--- config.mk ---
export PLATFORM = sky130hd
export DESIGN_NAME = rg11b10_frame_peak_finder_top
export DESIGN_NICKNAME = d
export VERILOG_FILES = /design/src/rtl/core/rgpf_pkg.sv /design/src/rtl/core/rgpf_regs.sv /design/src/rtl/core/rgpf_peak.sv /design/src/rtl/core/rg11b10_frame_peak_finder_top.sv
export SDC_FILE = /design/constraint.sdc
export NUM_CORES = 1
export LEC_CHECK = 0
export ABC_AREA = 0
export BUFFER_PORTS_ARGS = -buffer_cell sky130_fd_sc_hd__buf_2
export CAP_MARGIN = 20
export CORE_ASPECT_RATIO = 0.75
export CORE_MARGIN = 1.5
export CORE_UTILIZATION = 35
export DETAILED_ROUTE_END_ITERATION = 10
export PLACE_DENSITY = 0.62
export SYNTH_ARGS = -nofsm -noshare
export SYNTH_HDL_FRONTEND = slang
export SYNTH_SLANG_ARGS = --single-unit
--- constraint.sdc ---
create_clock -name clk_i -period 9.12 [get_ports clk_i]
set_input_delay 1.368 -clock clk_i [delete_from_list [all_inputs] [get_ports clk_i]]
set_output_delay 1.368 -clock clk_i [all_outputs]
set_load 0.05 [all_outputs]
--- src/rtl/core/rgpf_pkg.sv ---
// ----------------------------------------------------------------------------
// rgpf_pkg: shared types, codes and helpers of the frame peak finder
// Holds the result status codes, channel codes, the result record and the
// small-float to single-precision conversion.
// ----------------------------------------------------------------------------
package rgpf_pkg;

  // largest supported frame width and height
  localparam int unsigned MaxExtent = 16384;

  // configuration port address width (two 32-bit registers)
  localparam int unsigned PaddrWidth = 3;

  localparam int unsigned PosWidth = 14;

  typedef enum logic [1:0] {
    StatusOk       = 2'd0,
    StatusBadPixel = 2'd1,
    StatusBadView  = 2'd2
  } status_e;

  localparam logic [1:0] ChanRed   = 2'd0;
  localparam logic [1:0] ChanGreen = 2'd1;
  localparam logic [1:0] ChanBlue  = 2'd2;

  typedef struct packed {
    status_e               status;
    logic [PosWidth-1:0]   peak_x;
    logic [PosWidth-1:0]   peak_y;
    logic [1:0]            peak_channel;
    logic [31:0]           red_bits;
    logic [31:0]           green_bits;
    logic [31:0]           blue_bits;
  } rgpf_result_t;

  // 11-bit unsigned small float (5-bit exponent, 6-bit mantissa, bias 15)
  // to single precision; a 10-bit blue code shifted left by one has the same value
  function automatic logic [31:0] f32_from_code(input logic [10:0] code);
    logic [4:0]  e;
    logic [5:0]  m;
    logic [2:0]  p;
    logic [28:0] sh;
    e  = code[10:6];
    m  = code[5:0];
    p  = '0;
    for (int i = 0; i < 6; i++) begin
      if (m[i]) begin
        p = 3'(i);
      end
    end
    // leading one lands on bit 23 and drops out of the fraction
    sh = 29'(m) << (5'd23 - 5'(p));
    if (e != 5'd0) begin
      return {1'b0, 8'(e) + 8'd112, m, 17'b0};
    end else if (m == 6'd0) begin
      return 32'd0;
    end else begin
      return {1'b0, 8'(p) + 8'd107, sh[22:0]};
    end
  endfunction

endpackage

--- src/rtl/core/rgpf_regs.sv ---
// ----------------------------------------------------------------------------
// rgpf_regs: configuration registers
// APB-style register file holding the frame width and height.
// ----------------------------------------------------------------------------
module rgpf_regs (
  input  logic                             clk_i,
  input  logic                             rst_ni,
  input  logic                             psel,
  input  logic                             penable,
  input  logic                             pwrite,
  input  logic [rgpf_pkg::PaddrWidth-1:0]  paddr,
  input  logic [31:0]                      pwdata,
  output logic [31:0]                      prdata,
  output logic                             pready,
  output logic [15:0]                      image_width_o,
  output logic [15:0]                      image_height_o
);
  import rgpf_pkg::*;

  localparam logic RegWidth  = 1'b0;
  localparam logic RegHeight = 1'b1;

  logic [15:0] width_q, width_d;
  logic [15:0] height_q, height_d;
  logic        wr_en;
  logic        reg_sel;

  assign pready  = 1'b1;
  assign wr_en   = psel && penable && pwrite && pready;
  assign reg_sel = paddr[2];

  always_comb begin
    width_d  = width_q;
    height_d = height_q;
    if (wr_en) begin
      case (reg_sel)
        RegWidth:  width_d  = pwdata[15:0];
        RegHeight: height_d = pwdata[15:0];
        default: ;
      endcase
    end
  end

  always_comb begin
    case (reg_sel)
      RegWidth:  prdata = {16'd0, width_q};
      RegHeight: prdata = {16'd0, height_q};
      default:   prdata = 32'd0;
    endcase
  end

  always_ff @(posedge clk_i or negedge rst_ni) begin
    if (!rst_ni) begin
      width_q  <= 16'd1;
      height_q <= 16'd1;
    end else begin
      width_q  <= width_d;
      height_q <= height_d;
    end
  end

  assign image_width_o  = width_q;
  assign image_height_o = height_q;

endmodule

--- src/rtl/core/rgpf_peak.sv ---
// ----------------------------------------------------------------------------
// rgpf_peak: frame position and running peak tracker
// Checks the view, decodes one pixel, updates the running maximum and the
// raster position, and forms the end-of-frame result.
// ----------------------------------------------------------------------------
module rgpf_peak (
  input  logic                   clk_i,
  input  logic                   rst_ni,
  input  logic                   step_i,
  input  logic [31:0]            word_i,
  input  logic [15:0]            image_width_i,
  input  logic [15:0]            image_height_i,
  output logic                   res_gen_o,
  output rgpf_pkg::rgpf_result_t res_o
);
  import rgpf_pkg::*;

  logic [PosWidth-1:0] col_q, col_d;
  logic [PosWidth-1:0] row_q, row_d;
  logic                have_q, have_d;
  logic [10:0]         key_q, key_d;
  logic [31:0]         word_q, word_d;
  logic [PosWidth-1:0] pcol_q, pcol_d;
  logic [PosWidth-1:0] prow_q, prow_d;
  logic [1:0]          chan_q, chan_d;
  logic                err_q, err_d;

  logic        view_ok;
  logic        bad_pixel;
  logic        row_end;
  logic        frame_end;
  logic [10:0] keys [3];

  assign view_ok = (image_width_i != 16'd0) && (image_height_i != 16'd0) &&
                   ({1'b0, image_width_i} <= 17'(MaxExtent)) &&
                   ({1'b0, image_height_i} <= 17'(MaxExtent));

  assign keys[0] = word_i[10:0];
  assign keys[1] = word_i[21:11];
  assign keys[2] = {word_i[31:22], 1'b0};

  assign bad_pixel = (word_i[10:6] == 5'h1f) || (word_i[21:17] == 5'h1f) ||
                     (word_i[31:27] == 5'h1f);

  assign row_end   = (16'(col_q) + 16'd1) >= image_width_i;
  assign frame_end = row_end && ((16'(row_q) + 16'd1) >= image_height_i);

  // peak update, red then green then blue, strict greater keeps the first
  always_comb begin
    have_d = have_q;
    key_d  = key_q;
    word_d = word_q;
    pcol_d = pcol_q;
    prow_d = prow_q;
    chan_d = chan_q;
    err_d  = err_q;
    if (!err_q) begin
      if (bad_pixel) begin
        err_d = 1'b1;
      end else begin
        for (int c = 0; c < 3; c++) begin
          if (!have_d || keys[c] > key_d) begin
            have_d = 1'b1;
            key_d  = keys[c];
            word_d = word_i;
            pcol_d = col_q;
            prow_d = row_q;
            chan_d = 2'(c);
          end
        end
      end
    end
  end

  always_comb begin
    if (row_end) begin
      col_d = '0;
      row_d = row_q + PosWidth'(1);
    end else begin
      col_d = col_q + PosWidth'(1);
      row_d = row_q;
    end
  end

  assign res_gen_o = !view_ok || frame_end;

  always_comb begin
    res_o = '0;
    if (!view_ok) begin
      res_o.status = StatusBadView;
    end else if (err_d) begin
      res_o.status = StatusBadPixel;
    end else begin
      res_o.status       = StatusOk;
      res_o.peak_x       = pcol_d;
      res_o.peak_y       = prow_d;
      res_o.peak_channel = chan_d;
      res_o.red_bits     = f32_from_code(word_d[10:0]);
      res_o.green_bits   = f32_from_code(word_d[21:11]);
      res_o.blue_bits    = f32_from_code({word_d[31:22], 1'b0});
    end
  end

  always_ff @(posedge clk_i or negedge rst_ni) begin
    if (!rst_ni) begin
      col_q  <= '0;
      row_q  <= '0;
      have_q <= 1'b0;
      key_q  <= '0;
      word_q <= '0;
      pcol_q <= '0;
      prow_q <= '0;
      chan_q <= ChanRed;
      err_q  <= 1'b0;
    end else if (step_i && view_ok) begin
      if (frame_end) begin
        col_q  <= '0;
        row_q  <= '0;
        have_q <= 1'b0;
        key_q  <= '0;
        word_q <= '0;
        pcol_q <= '0;
        prow_q <= '0;
        chan_q <= ChanRed;
        err_q  <= 1'b0;
      end else begin
        col_q  <= col_d;
        row_q  <= row_d;
        have_q <= have_d;
        key_q  <= key_d;
        word_q <= word_d;
        pcol_q <= pcol_d;
        prow_q <= prow_d;
        chan_q <= chan_d;
        err_q  <= err_d;
      end
    end
  end

endmodule

--- src/rtl/core/rg11b10_frame_peak_finder_top.sv ---
// ----------------------------------------------------------------------------
// rg11b10_frame_peak_finder_top: streaming peak finder over R11G11B10 frames
// Takes packed unsigned-float pixels in raster order and reports the largest
// component of each frame with its position and decoded channels.
// ----------------------------------------------------------------------------
// One pixel is taken per clock cycle while the input is not stalled. A pixel is
// registered on transfer and is folded into the running peak and raster
// position when it steps out of the input register; a result it causes (last
// pixel of a frame, or any pixel under a bad view setting) is loaded into the
// result register at the end of that step. The only limit on rate is the single
// result register: the input stalls only while a pending pixel would produce a
// result and the result register is still held by a stalled output.
// A width or height of zero or above 16384 answers every pixel with an
// invalid-view result and leaves the frame state alone. Change the size
// registers only while the block is idle.
module rg11b10_frame_peak_finder_top (
  input  logic                             clk_i,
  input  logic                             rst_ni,
  input  logic                             psel,
  input  logic                             penable,
  input  logic                             pwrite,
  input  logic [rgpf_pkg::PaddrWidth-1:0]  paddr,
  input  logic [31:0]                      pwdata,
  output logic [31:0]                      prdata,
  output logic                             pready,
  input  logic                             in_valid_i,
  output logic                             in_stall_o,
  input  logic [31:0]                      pixel_word_i,
  output logic                             out_valid_o,
  input  logic                             out_stall_i,
  output logic [1:0]                       status_o,
  output logic [13:0]                      peak_x_o,
  output logic [13:0]                      peak_y_o,
  output logic [1:0]                       peak_channel_o,
  output logic [31:0]                      peak_red_bits_o,
  output logic [31:0]                      peak_green_bits_o,
  output logic [31:0]                      peak_blue_bits_o
);
  import rgpf_pkg::*;

  logic [15:0]  image_width;
  logic [15:0]  image_height;

  logic         s1_valid_q, s1_valid_d;
  logic [31:0]  s1_word_q;
  logic         in_xfer;
  logic         step;
  logic         res_gen;
  logic         out_free;
  rgpf_result_t res;
  rgpf_result_t out_q;
  logic         out_valid_q, out_valid_d;

  rgpf_regs u_regs (
    .clk_i          (clk_i),
    .rst_ni         (rst_ni),
    .psel           (psel),
    .penable        (penable),
    .pwrite         (pwrite),
    .paddr          (paddr),
    .pwdata         (pwdata),
    .prdata         (prdata),
    .pready         (pready),
    .image_width_o  (image_width),
    .image_height_o (image_height)
  );

  rgpf_peak u_peak (
    .clk_i          (clk_i),
    .rst_ni         (rst_ni),
    .step_i         (step),
    .word_i         (s1_word_q),
    .image_width_i  (image_width),
    .image_height_i (image_height),
    .res_gen_o      (res_gen),
    .res_o          (res)
  );

  assign out_free   = !out_valid_q || !out_stall_i;
  assign step       = s1_valid_q && (!res_gen || out_free);
  assign in_stall_o = s1_valid_q && !step;
  assign in_xfer    = in_valid_i && !in_stall_o;

  always_comb begin
    s1_valid_d = s1_valid_q;
    if (in_xfer) begin
      s1_valid_d = 1'b1;
    end else if (step) begin
      s1_valid_d = 1'b0;
    end
  end

  always_comb begin
    out_valid_d = out_valid_q;
    if (step && res_gen) begin
      out_valid_d = 1'b1;
    end else if (!out_stall_i) begin
      out_valid_d = 1'b0;
    end
  end

  always_ff @(posedge clk_i or negedge rst_ni) begin
    if (!rst_ni) begin
      s1_valid_q  <= 1'b0;
      out_valid_q <= 1'b0;
    end else begin
      s1_valid_q  <= s1_valid_d;
      out_valid_q <= out_valid_d;
    end
  end

  always_ff @(posedge clk_i) begin
    if (in_xfer) begin
      s1_word_q <= pixel_word_i;
    end
    if (step && res_gen) begin
      out_q <= res;
    end
  end

  assign out_valid_o       = out_valid_q;
  assign status_o          = out_q.status;
  assign peak_x_o          = out_q.peak_x;
  assign peak_y_o          = out_q.peak_y;
  assign peak_channel_o    = out_q.peak_channel;
  assign peak_red_bits_o   = out_q.red_bits;
  assign peak_green_bits_o = out_q.green_bits;
  assign peak_blue_bits_o  = out_q.blue_bits;

`ifndef NO_ASSERTIONS
  // a stall is only raised while a pixel is pending in the input register
  assert property (@(posedge clk_i) disable iff (!rst_ni)
    in_stall_o |-> s1_valid_q)
    else $error("input stalled with no pending pixel");

  // a new result never overwrites one that is still being held
  assert property (@(posedge clk_i) disable iff (!rst_ni)
    (step && res_gen) |-> out_free)
    else $error("result register overwritten while held");

  // a pixel held back stays pending into the next cycle
  assert property (@(posedge clk_i) disable iff (!rst_ni)
    (s1_valid_q && !step) |=> s1_valid_q)
    else $error("pending pixel dropped");

  // an ok result always names a real channel
  assert property (@(posedge clk_i) disable iff (!rst_ni)
    (out_valid_o && status_o == StatusOk) |-> (peak_channel_o != 2'd3))
    else $error("ok result with bad channel code");
`endif

endmodule

### After elaboration in Yosys (flattened, before gate mapping)

Index checks and enable logic that the tools add are counted.

| storage, ports and cells | value |
|---|---|
| flip-flop bits (word level) | 297 |
| output and inout port bits | 163 |
| word-level logic and storage cells | 191 |

| operators by class | value |
|---|---|
| add/subtract/negate cells | 13 |
| $lt $le $gt $ge | 7 |
| equality and inequality tests | 6 |
| shifts and indexed selects | 3 |
| multiplexer cells | 84 |
| bitwise gates (word level) | 2 |
| reduce and logical (&&, ||, !) cells | 49 |

Operators by type and width:

| operator | count |
|---|---|
| $mux 14 | 16 |
| $mux 32 | 6 |
| $mux 31 | 6 |
| $mux 11 | 10 |
| $shl 6x5->23 | 3 |
| $pmux 32 s2 | 1 |
| $mux 3 | 12 |
| $gt 11x11->1 | 3 |
| $ge 16x16->1 | 2 |
| $le 16x15->1 const B | 2 |
| $reduce_bool 16->1 | 2 |
| $add 14x1->15 const B | 2 |
| $add 14x1->14 const B | 2 |
| $add 3x7->8 const B | 3 |
| $add 5x7->8 const B | 3 |
| $mux 2 | 12 |
| $mux 1 | 21 |
| $eq 5x5->1 const B | 3 |
| $reduce_bool 5->1 | 3 |
| $sub 5x3->5 const A | 3 |
| $logic_not 6->1 | 2 |
| $reduce_or 4->1 | 3 |
| $logic_and 1x1->1 | 11 |
| $logic_not 1->1 | 9 |
| other kinds (10) | 24 |

### Depth between registers and ports, before layout

Gate-level depths: netlist of the first run.

| depth | value |
|---|---|
| depth in word-level cells | 26 |
| mapped depth | 35 |
| mapped depth without buffers | 28 |

### By module

Synthesis of the first run repeated with hierarchy kept, for this count alone.

| unflattened totals | value |
|---|---|
| cell total of the unflattened synthesis | 1,427 |
| area total of the unflattened synthesis | 15,766.4 µm² |

Modules (own cells, without submodules):

| module | instances | cells an instance | area an instance (µm²) | sequential area each (µm²) |
|---|---|---|---|---|
| rgpf_peak | 1 | 1,150 | 9,256.4 | 2,577.5 |
| rg11b10_frame_peak_finder_top | 1 | 172 | 4,909.7 | 4,854.7 |
| rgpf_regs | 1 | 105 | 1,600.3 | 803.3 |

### Worst setup path before layout of the first run

No wires, ideal clock.

| timing | value |
|---|---|
| kind | register to register |
| start | register u_peak.col_q[0] |
| end | register out_q, in the netlist peak_blue_bits_o[17] (enable) |
| arrival | 6.336 ns |
| slack | 2.256 ns |
| cell stages (with the launch flop) | 17 |
| path buffers | 1 |
| clock period less this slack | 6.864 ns |
| cells stage by stage | dfrtp_1 ha_1 nand3_1 nor2_1 and3_1 nand3_1 xnor2_1 ha_1 nand4_1 a21oi_1 o31a_1 a311oi_1 nand2b_1 buf_2 nor2_1 o21ai_0 a21oi_1 |

| between the ends | value |
|---|---|
| word-level cells in the longest chain between the ends | 8 |

Ends and longest elaborated chain:

| what | RTL line | text |
|---|---|---|
| start, declared | rgpf_peak.sv:18 | `logic [PosWidth-1:0] col_q, col_d;` |
| start signal, assigned | rgpf_peak.sv:127 | `col_q <= col_d;` |
| $add 14x1->15 (*) | rgpf_peak.sv:45 | `assign row_end = (16'(col_q) + 16'd1) >= image_width_i;` |
| $ge 16x16->1 (*) | rgpf_peak.sv:45 |  |
| $logic_and 1x1->1 (*) | rgpf_peak.sv:46 | `assign frame_end = row_end && ((16'(row_q) + 16'd1) >= image_height_i);` |
| $logic_or 1x1->1 (*) | rgpf_peak.sv:85 | `assign res_gen_o = !view_ok \|\| frame_end;` |
| $logic_not 1->1 | rg11b10_frame_peak_finder_top.sv:80 | `assign step = s1_valid_q && (!res_gen \|\| out_free);` |
| $logic_or 1x1->1 | rg11b10_frame_peak_finder_top.sv:80 |  |
| $logic_and 1x1->1 | rg11b10_frame_peak_finder_top.sv:80 |  |
| $logic_and 1x1->1 (*) | rg11b10_frame_peak_finder_top.sv:116 | `if (step && res_gen) begin` |
| end signal, assigned | rg11b10_frame_peak_finder_top.sv:117 | `out_q <= res;` |
| end, declared | rg11b10_frame_peak_finder_top.sv:51 | `rgpf_result_t out_q;` |

Every way passes the cells marked *; elsewhere a longest branch is shown, timed or not.
A chain may end at the register's enable or synchronous reset.

### Worst setup path in the final report of the first run

| timing | value |
|---|---|
| start | register s1_word_q[5] |
| end | register out_q, in the netlist peak_red_bits_o[25] (data pin) |

| between the ends | value |
|---|---|
| word-level cells in the longest chain between the ends | 25 |

Ends and longest elaborated chain:

| what | RTL line | text |
|---|---|---|
| start, declared | rg11b10_frame_peak_finder_top.sv:45 | `logic [31:0] s1_word_q;` |
| start signal, assigned | rg11b10_frame_peak_finder_top.sv:114 | `s1_word_q <= pixel_word_i;` |
| $gt 11x11->1 | rgpf_peak.sv:62 | `if (!have_d \|\| keys[c] > key_d) begin` |
| $logic_or 1x1->1 | rgpf_peak.sv:62 |  |
| $mux 11 / $mux 1 (equally long branches) | rgpf_peak.sv:62 |  |
| $mux 11 / $mux 1 (equally long branches) | rgpf_peak.sv:58 | `if (bad_pixel) begin` |
| $mux 11 / $mux 1 (equally long branches) | rgpf_peak.sv:57 | `if (!err_q) begin` |
| $gt 11x11->1 / $logic_not 1->1 (equally long branches) | rgpf_peak.sv:62 |  |
| $logic_or 1x1->1 | rgpf_peak.sv:62 |  |
| $mux 11 / $mux 1 (equally long branches) | rgpf_peak.sv:62 |  |
| (+7 left out) | -- |  |
| $mux 1 | rgpf_pkg.sv:47 | `if (m[i]) begin` |
| $mux 2 (2 in a row) | rgpf_pkg.sv:47 |  |
| $mux 3 (2 in a row) | rgpf_pkg.sv:47 |  |
| $mux 3 | rgpf_peak.sv:91 | `end else if (err_d) begin` |
| $mux 3 | rgpf_peak.sv:89 | `if (!view_ok) begin` |
| $add 3x7->8 | rgpf_pkg.sv:58 | `return {1'b0, 8'(p) + 8'd107, sh[22:0]};` |
| $mux 31 | rgpf_pkg.sv:55 | `end else if (m == 6'd0) begin` |
| $mux 31 (*) | rgpf_pkg.sv:53 | `if (e != 5'd0) begin` |

Every way passes the cells marked *; elsewhere a longest branch is shown, timed or not. The select of a mux whose other input is x is not followed.

==> results of run 1 <==
final timing paths:
kind | start | to
max | s1_word_q[5] | peak_red_bits_o[25]
min | u_peak.key_q[3] | u_peak.key_q[3]
max reg2reg | s1_word_q[5] | peak_red_bits_o[25]
min reg2reg | u_peak.key_q[3] | u_peak.key_q[3]
max in group asynchronous | rst_ni | u_peak.prow_q[10]
min in group asynchronous | rst_ni | u_regs.image_height_o[1]
area by class of cell:
cell class,count,area share
well taps,512,0.0409
clock buffers,33,0.0472
multi-input cells,996,0.406
repair buffers,161,0.0535
flip-flops and latches,242,0.420
inverters,81,0.0194
diodes,3,0.000479
clock inverters,17,0.0125
worst reg2reg max path, cell delays in order (launching register included):
cell	delay (ns)
edfxtp_1	0.63
ha_1	0.39
nand3_1	0.16
a211o_1	0.34
o2111a_1	0.20
nor2_1	0.62
mux2_2	0.45
ha_1	0.18
nand3b_1	0.16
a21oi_1	0.26
nor4b_4	0.09
or2_2	0.46
a21oi_1	0.25
inv_1	0.07
ha_1	0.30
nand3_1	0.16
nor4_1	0.39
a211oi_1	0.15
a21oi_1	0.38
o21a_2	0.65
buf_4	0.45
mux2i_1	0.34
ha_1	0.28
inv_1	0.05
o22ai_1	0.09
power breakdown:
group	total [mW]	switching [mW]	internal (mW)
sequential	1.59	0.234	1.35
clock	1.15	0.458	0.690
combinational	1.83	1.21	0.618
total	4.56	1.90	2.66
layer usage:
| metal | vias to the layer above | part of all wire | track usage |
|---|---|---|---|
| met2 | 376 | 0.41 | 0.257 |
| li1 | 5081 | - | - |
| met5 | - | 0.00096 | 0 |
| met1 | 5179 | 0.49 | 0.295 |
| met3 | 49 | 0.075 | 0.0320 |
| met4 | 6 | 0.021 | 0.0441 |
cell usage in the layout, fill, tap and decap left out, types with 4 or more instances in the layout:
master	n
mux2_2	44
edfxtp_1	105
nand3_1	27
buf_2	148
a31oi_1	6
bufinv_16	4
nor2_1	74
nand2b_1	14
o21a_1	5
o22ai_1	20
xor2_1	11
nor2b_1	4
nor4_1	10
o21ai_1	11
mux2i_1	43
dfrtp_1	135
nand4_1	8
inv_1	81
conb_1	72
xnor2_1	10
nand2_1	176
buf_4	13
clkbuf_16	28
ha_1	69
a22o_1	49
o211ai_1	4
a21o_1	19
clkinv_2	5
and3_1	27
a211oi_1	13
o21ai_0	85
nor3_1	20
a21oi_1	114
or4_1	4
flip-flops by register name (all words and copies together), names as in the netlist:
name	count
peak_red_bits_o	14
u_regs.image_width_o	16
u_peak.prow_q	14
peak_green_bits_o	14
peak_blue_bits_o	13
u_peak.err_q	1
status_o	2
u_peak.key_q	11
u_peak.pcol_q	14
peak_y_o	14
peak_channel_o	2
u_regs.image_height_o	16
s1_word_q	32
u_peak.word_q	32
u_peak.row_q	14
s1_valid_q	1
out_valid_o	1
u_peak.have_q	1
u_peak.col_q	14
peak_x_o	14
u_peak.chan_q	2
cell families (layout without fill, tap and decap cells):
| kind of cell | count (synthesis) | after routing | synth area share |
|---|---|---|---|
| fa+ha+maj | 69 | 69 | 0.0625 |
| xor+xnor | 21 | 21 | 0.0133 |
| other cells | 2 | 75 | 0.000543 |
| mux | 87 | 87 | 0.0670 |
| flops | 242 | 242 | 0.476 |
| buf+inv | 222 | 292 | 0.0857 |
| compound gates | 361 | 361 | 0.166 |
| simple gates | 386 | 386 | 0.129 |
per-stage QoR:
step | cells | utilization | total power, mW | worst slack (ns) | hold slack, ns
after floorplan | 1460 | - | 2.99 | 2.26 | 0.444
after global placement | 1992 | 0.381 | 3.37 | 1.50 | 0.473
after global routing | 2043 | 0.405 | 4.87 | 0.707 | 0.517
final | 2045 | 0.406 | 4.56 | 1.31 | 0.490
after detailed placement | 1992 | 0.381 | 3.41 | 1.45 | 0.479
after CTS | 2042 | 0.405 | 4.58 | 1.40 | 0.492
==> results.md, run 1 <==
- Post-CTS Hold Buffers: 0
- Register area share after synthesis: 0.476
- Antenna Nets Post-Route: 0
- Slowest CP cell: o21a_2
- Vias per Instance: approximately 5.2
- Crit-path leading delay family: compound AO/OA/AOI/OAI gates
- Top cell type's share of synthesized area: 0.244
- Largest net degree at the start of global routing: between 70 and 80
- Ports: about 240
- Post-synth EDFFs: 105
- IO buf count: between 100 and 150
- CTS resizes: 0
- Hold depth: 2
- Final wirelength: between 30,000 and 40,000 um
- Layout area overhead: 13.4%
- Post-Syn Instances: approximately 1,400
- Post-Syn Area per Cell: 9.94 um2
- Row cnt: 62
- Most common cell in the synthesized netlist: nand2_1
- Register area: between 6000 and 7000 um2
- R2r setup slk: between 1 and 1.5 ns
- Initial Util: 0.358
- CTS Buf Count: 27
- Layout cells sized above 1: 0.177
- Chip Width: about 230 um
- Post-placement cell area: 14,700 um2
- Vias in the first global route: approximately 10,000
- RSZ-0062 raised after global routing: no
- Area of the core: a little under 40,000 um2
- Setup Buffers After CTS: 0
- Area occupied by multi-input gates: roughly 6400 um2
- Top post-synthesis cells by count: nand2_1, dfrtp_1, a21oi_1
- FILL cells: 3,800
- Period utilization: 0.856
- Max incr delay on CP: 0.65 ns
- WP depth: 24
- Skew final: 0.0214 ns
- Worst setup SP type: register
- Synth unique cells: 71
- Leading area contributor after synthesis: dfrtp_1
- Ys Warns: 0
- Cell mode on critical path: ha_1
- Gpl congestion: a little over 0.9
- Fin. Hold Viols: 0
- Primary FF master, synth: dfrtp_1
- FF-to-FF path depth: 24
- Fin. max-slew vios: 0
- Ys async rst share: 0.566
- Finish-stage setup viols: 0
- DPL Wire Length: roughly 27,000 um
- Cell Area, Synth: approximately 14,000 um2
- Peak VDD IR: approximately 130 uV
- Crit. End Element: register
- First-pass GRT wire length: 58,900 um
- Die height: between 150 and 200 um
- Fmax: between 100 and 150 MHz
- Bufs and invs on worst path: 3
- Pleak: 7.13 nW
- Final net count: about 1,700
- Initial drt markers: a little over 900
- Post-route setup TNS: 0 ns
- DR DRC count: 0
- Deepest clock path buffer count: 3
- Slew @ Worst Pin: 1.07 ns
- CTS tree: done
- Minimum clock period: 7.81 ns
- Global route total overflow: 0
- Clk root buf: clkbuf_16
- Flops & latches, synth: 242
- Maximum fanout along the worst path: 26
- Initial antenna violation count: 6
- TritonCTS Sinks: around 240
- Total Die Area: about 40,000 um2
- Routed WL per cell: approximately 19 um
- DR vias: between 10,000 and 15,000
- Drt pass-1 iters: 5
- Pwr dens: between 200 and 300 nW/um2
- Top cells by area, synth: dfrtp_1, edfxtp_1, ha_1
- # Max-Cap Violations: 0
- Crit Path Category: register to register
- Worst path required time: 9.37 ns
- Hold Crit Class: register to register
- H-Tree Depth: 1
- Critical path arrival: a little over 8 ns
- Total Routing Usage GR: 0.186
- Clk_lat worst skew: roughly 0.55 ns
- CP Cell Sequence: ha_1 > nand3_1 > a211o_1 > o2111a_1 > nor2_1 > mux2_2 > ha_1 > nand3b_1 > a21oi_1 > nor4b_4 > or2_2 > a21oi_1 > inv_1 > ha_1 > nand3_1 > nor4_1 > a211oi_1 > a21oi_1 > o21a_2 > buf_4 > mux2i_1 > ha_1 > inv_1 > o22ai_1
- Final Instance Area: roughly 16,000 um2
- Run status: completed
- Clock slew at reported path FFs: 0.06 ns
- Slew margin rel.: 0.288
(Power assumes the default switching activity.)
==> run 2, diff against run 1 <==
--- a/config.mk
+++ b/config.mk
@@ -6,13 +6,13 @@
 export NUM_CORES = 1
 export LEC_CHECK = 0
 export ABC_AREA = 0
-export BUFFER_PORTS_ARGS = -buffer_cell sky130_fd_sc_hd__buf_2
 export CAP_MARGIN = 20
 export CORE_ASPECT_RATIO = 0.75
 export CORE_MARGIN = 1.5
 export CORE_UTILIZATION = 35
 export DETAILED_ROUTE_END_ITERATION = 10
-export PLACE_DENSITY = 0.62
+export DONT_BUFFER_PORTS = 1
+export PLACE_DENSITY = 0.57
 export SYNTH_ARGS = -nofsm -noshare
 export SYNTH_HDL_FRONTEND = slang
 export SYNTH_SLANG_ARGS = --single-unit
==> run 2 against run 1 <==
- combinational power decreased by 12%
- wire length decreased by 1.3%
- utilization decreased by 1.8 points
- first-iteration DRC count decreased by 23%
- critical endpoint is now peak_red_bits_o[21]
- clock power about the same
- sequential share of layout area increased by 2.0 points
==> results.md, run 2 (same netlist as run 1, synthesis figures left out) <==
- Run status: completed
- Most frequent cells in the layout: nand2_1, dfrtp_1, a21oi_1
- Max incr delay on CP: 0.69 ns (+0.04 ns)
- H-Tree Depth: 1 (unchanged)
- Slowest CP cell: o21ai_4
- Layout area overhead: 8.20%
- Crit-path leading delay family: compound AO/OA/AOI/OAI gates
- Gpl congestion: 0.889 (-3.0%)
- Post-route setup TNS: 0 ns (unchanged)
- # Max-Cap Violations: 0 (unchanged)
- Deepest clock path buffer count: 3 (unchanged)
- WP depth: 23 (-4.2%)
- Initial antenna violation count: 5 (-1)
- RSZ-0062 raised after global routing: no
- Internal power: 2.61 mW (-1.8%)
- Clock group share of total power: 0.253 (about the same)
- Fin. Hold Viols: 0 (unchanged)
- Pleak: 6.53 nW (-8.4%)
- Global route total overflow: 0 (unchanged)
- Hold Crit Class: register to register
- First-pass GRT wire length: 59,300 um (+0.67%)
- Period utilization: 0.878 (+0.0213)
- Maximum fanout along the worst path: 21 (-19%)
- Row cnt: 62 (unchanged)
- Clk root buf: clkbuf_16
- CTS tree: done
- Cell mode on critical path: a21oi_1
- Pwr dens: 300 nW/um2 (+3.1%)
- Hold_ws: 0.483 ns (-0.00669 ns)
- IO buf count: 0 (-100%)
- Vias in the first global route: 9,821 (-3.0%)
- CTS Buf Count: 28 (+3.7%)
- Sequential power share: 0.389 (+0.041)
- Initial drt markers: 697 (-23%)
- Routed WL per cell: 20.0 um (+6.3%)
- CP Cell Sequence: ha_1 > nand3_1 > a211o_1 > o2111a_1 > nor2_1 > a21oi_1 > ha_1 > a21oi_1 > a21oi_1 > nor4b_4 > or2_2 > mux2_2 > ha_1 > a21oi_1 > nor4_1 > a211oi_1 > a21oi_1 > o21ai_4 > buf_4 > buf_4 > mux2i_1 > o311a_1 > o22ai_1
- Logic gate share of total power: 0.358 (-0.043)
- Setup Buffers After CTS: 0 (unchanged)
- Minimum clock period: 8.00 ns (+0.194 ns)
- Sw Ratio: 0.418 (+0.00128)
- Setup crit end: peak_red_bits_o[21]
- Critical path arrival: 8.34 ns (+0.29 ns)
- Vias per Instance: 5.31 (+1.6%)
- Total Die Area: 40,700 um2 (unchanged)
- DR DRC count: 0 (unchanged)
- Clock slew at reported path FFs: 0.06 ns (about the same)
- DR vias: 10,100 (-5.6%)
- Setup crit start: s1_word_q[5]
- RR Startpoint: s1_word_q[5]
- Area of the core: 38,600 um2 (unchanged)
- Crit Path Category: register to register
- Largest net degree at the start of global routing: 138 (+86%)
- Ports: 237 (unchanged)
- Chip Width: 232 um (unchanged)
- Peak VDD IR: 129 uV (-4.1%)
- Initial Util: 0.358 (unchanged)
- Slew margin rel.: 0.303 (+0.0155)
- Reg-to-Reg End: peak_red_bits_o[21]
- Worst setup SP type: register
- Finish-stage setup viols: 0 (unchanged)
- Post-placement cell area: 14,000 um2 (-5.0%)
- Final net count: 1,507 (-8.8%)
- Layout cells sized above 1: 0.0909 (-0.0862)
- FF-to-FF path depth: 23 (-4.2%)
- Skew final: 0.0167 ns (-0.00469 ns)
- CTS resizes: 0 (unchanged)
- TritonCTS Sinks: 242 (unchanged)
- Total Routing Usage GR: 0.187 (+0.00105)
- Sw power: 1.88 mW (-1.3%)
- Fin. max-slew vios: 0 (unchanged)
- Largest regs: s1_word_q (32), u_peak.word_q (32)
- Antenna Nets Post-Route: 0 (unchanged)
- Post-CTS Hold Buffers: 0 (unchanged)
- Worst path required time: 9.46 ns (+0.09 ns)
- Final Instance Area: 15,000 um2 (-4.6%)
- Die height: 175 um (unchanged)
- DPL Wire Length: 27,000 um (-1.2%)
- Slew @ Worst Pin: 1.04 ns (-0.0302 ns)
- Commonest non-fill, non-tap cell in the layout: nand2_1
- Bufs and invs on worst path: 2 (-1)
- Clk_lat worst skew: 0.55 ns (about the same)
- Drt pass-1 iters: 5 (unchanged)
- Final wirelength: 37,900 um (-1.3%)
- Fmax: 125 MHz (-2.4%)
- R2r setup slk: 1.12 ns (-0.19 ns)
- Crit. End Element: register
-- run 2: routing by layer --
layer,up-vias,wire (um),global-route usage
li1,4796,-,-
met1,4907,18500,0.277
met2,331,15300,0.262
met3,49,3440,0.0594
met4,6,689,0.0425
met5,-,42,0
-- run 2: area by class of cell --
| class | instances | area, um2 |
|---|---|---|
| antenna | 1 | 2.50 |
| clock buffer | 35 | 758 |
| clock inverter | 17 | 174 |
| fill | 3826 | 23700 |
| inverter | 81 | 304 |
| multi-input combinational | 996 | 6360 |
| sequential | 242 | 6580 |
| tap | 512 | 641 |
| timing repair buffer | 15 | 133 |
-- run 2: metrics by stage --
step | instances | power (mW) | worst slack, ns | utilization
final | 1899 | 4.49 | 1.12 | 0.387
after global routing | 1898 | 4.80 | 0.658 | 0.387
after CTS | 1897 | 4.51 | 1.32 | 0.386
after detailed placement | 1845 | 3.35 | 1.34 | 0.362
after global placement | 1845 | 3.31 | 1.51 | 0.362
after floorplan | 1460 | 2.99 | 2.26 | -
-- run 2: how the worst min path moves through the flow --
stage | start | end | depth (start not counted)
after global placement | u_peak.chan_q[0] | u_peak.chan_q[0] | 2
after detailed placement | u_peak.key_q[5] | u_peak.key_q[5] | 2
final | u_peak.key_q[9] | u_peak.key_q[9] | 2
after global routing | rst_ni | u_peak.row_q[9] | 0
after CTS | rst_ni | u_peak.row_q[9] | 0
after floorplan | u_peak.chan_q[0] | u_peak.chan_q[0] | 2
-- run 2: tightest hold or removal path, delay by kind of cell, from the launching register on --
kind | cells | cell delay (ns)
flip-flops | 1 | 0.34
AO/OA/AOI/OAI | 1 | 0.06
AND/OR/NAND/NOR | 1 | 0.05
-- run 2: power by group through the flow --
stage	logic, mW	clock network, mW	registers, mW
floorplan	1.34	0	1.64
global placement	1.56	0	1.76
detailed placement	1.59	0	1.76
CTS	1.60	1.17	1.74
global route	1.81	1.22	1.78
finish	1.61	1.14	1.75
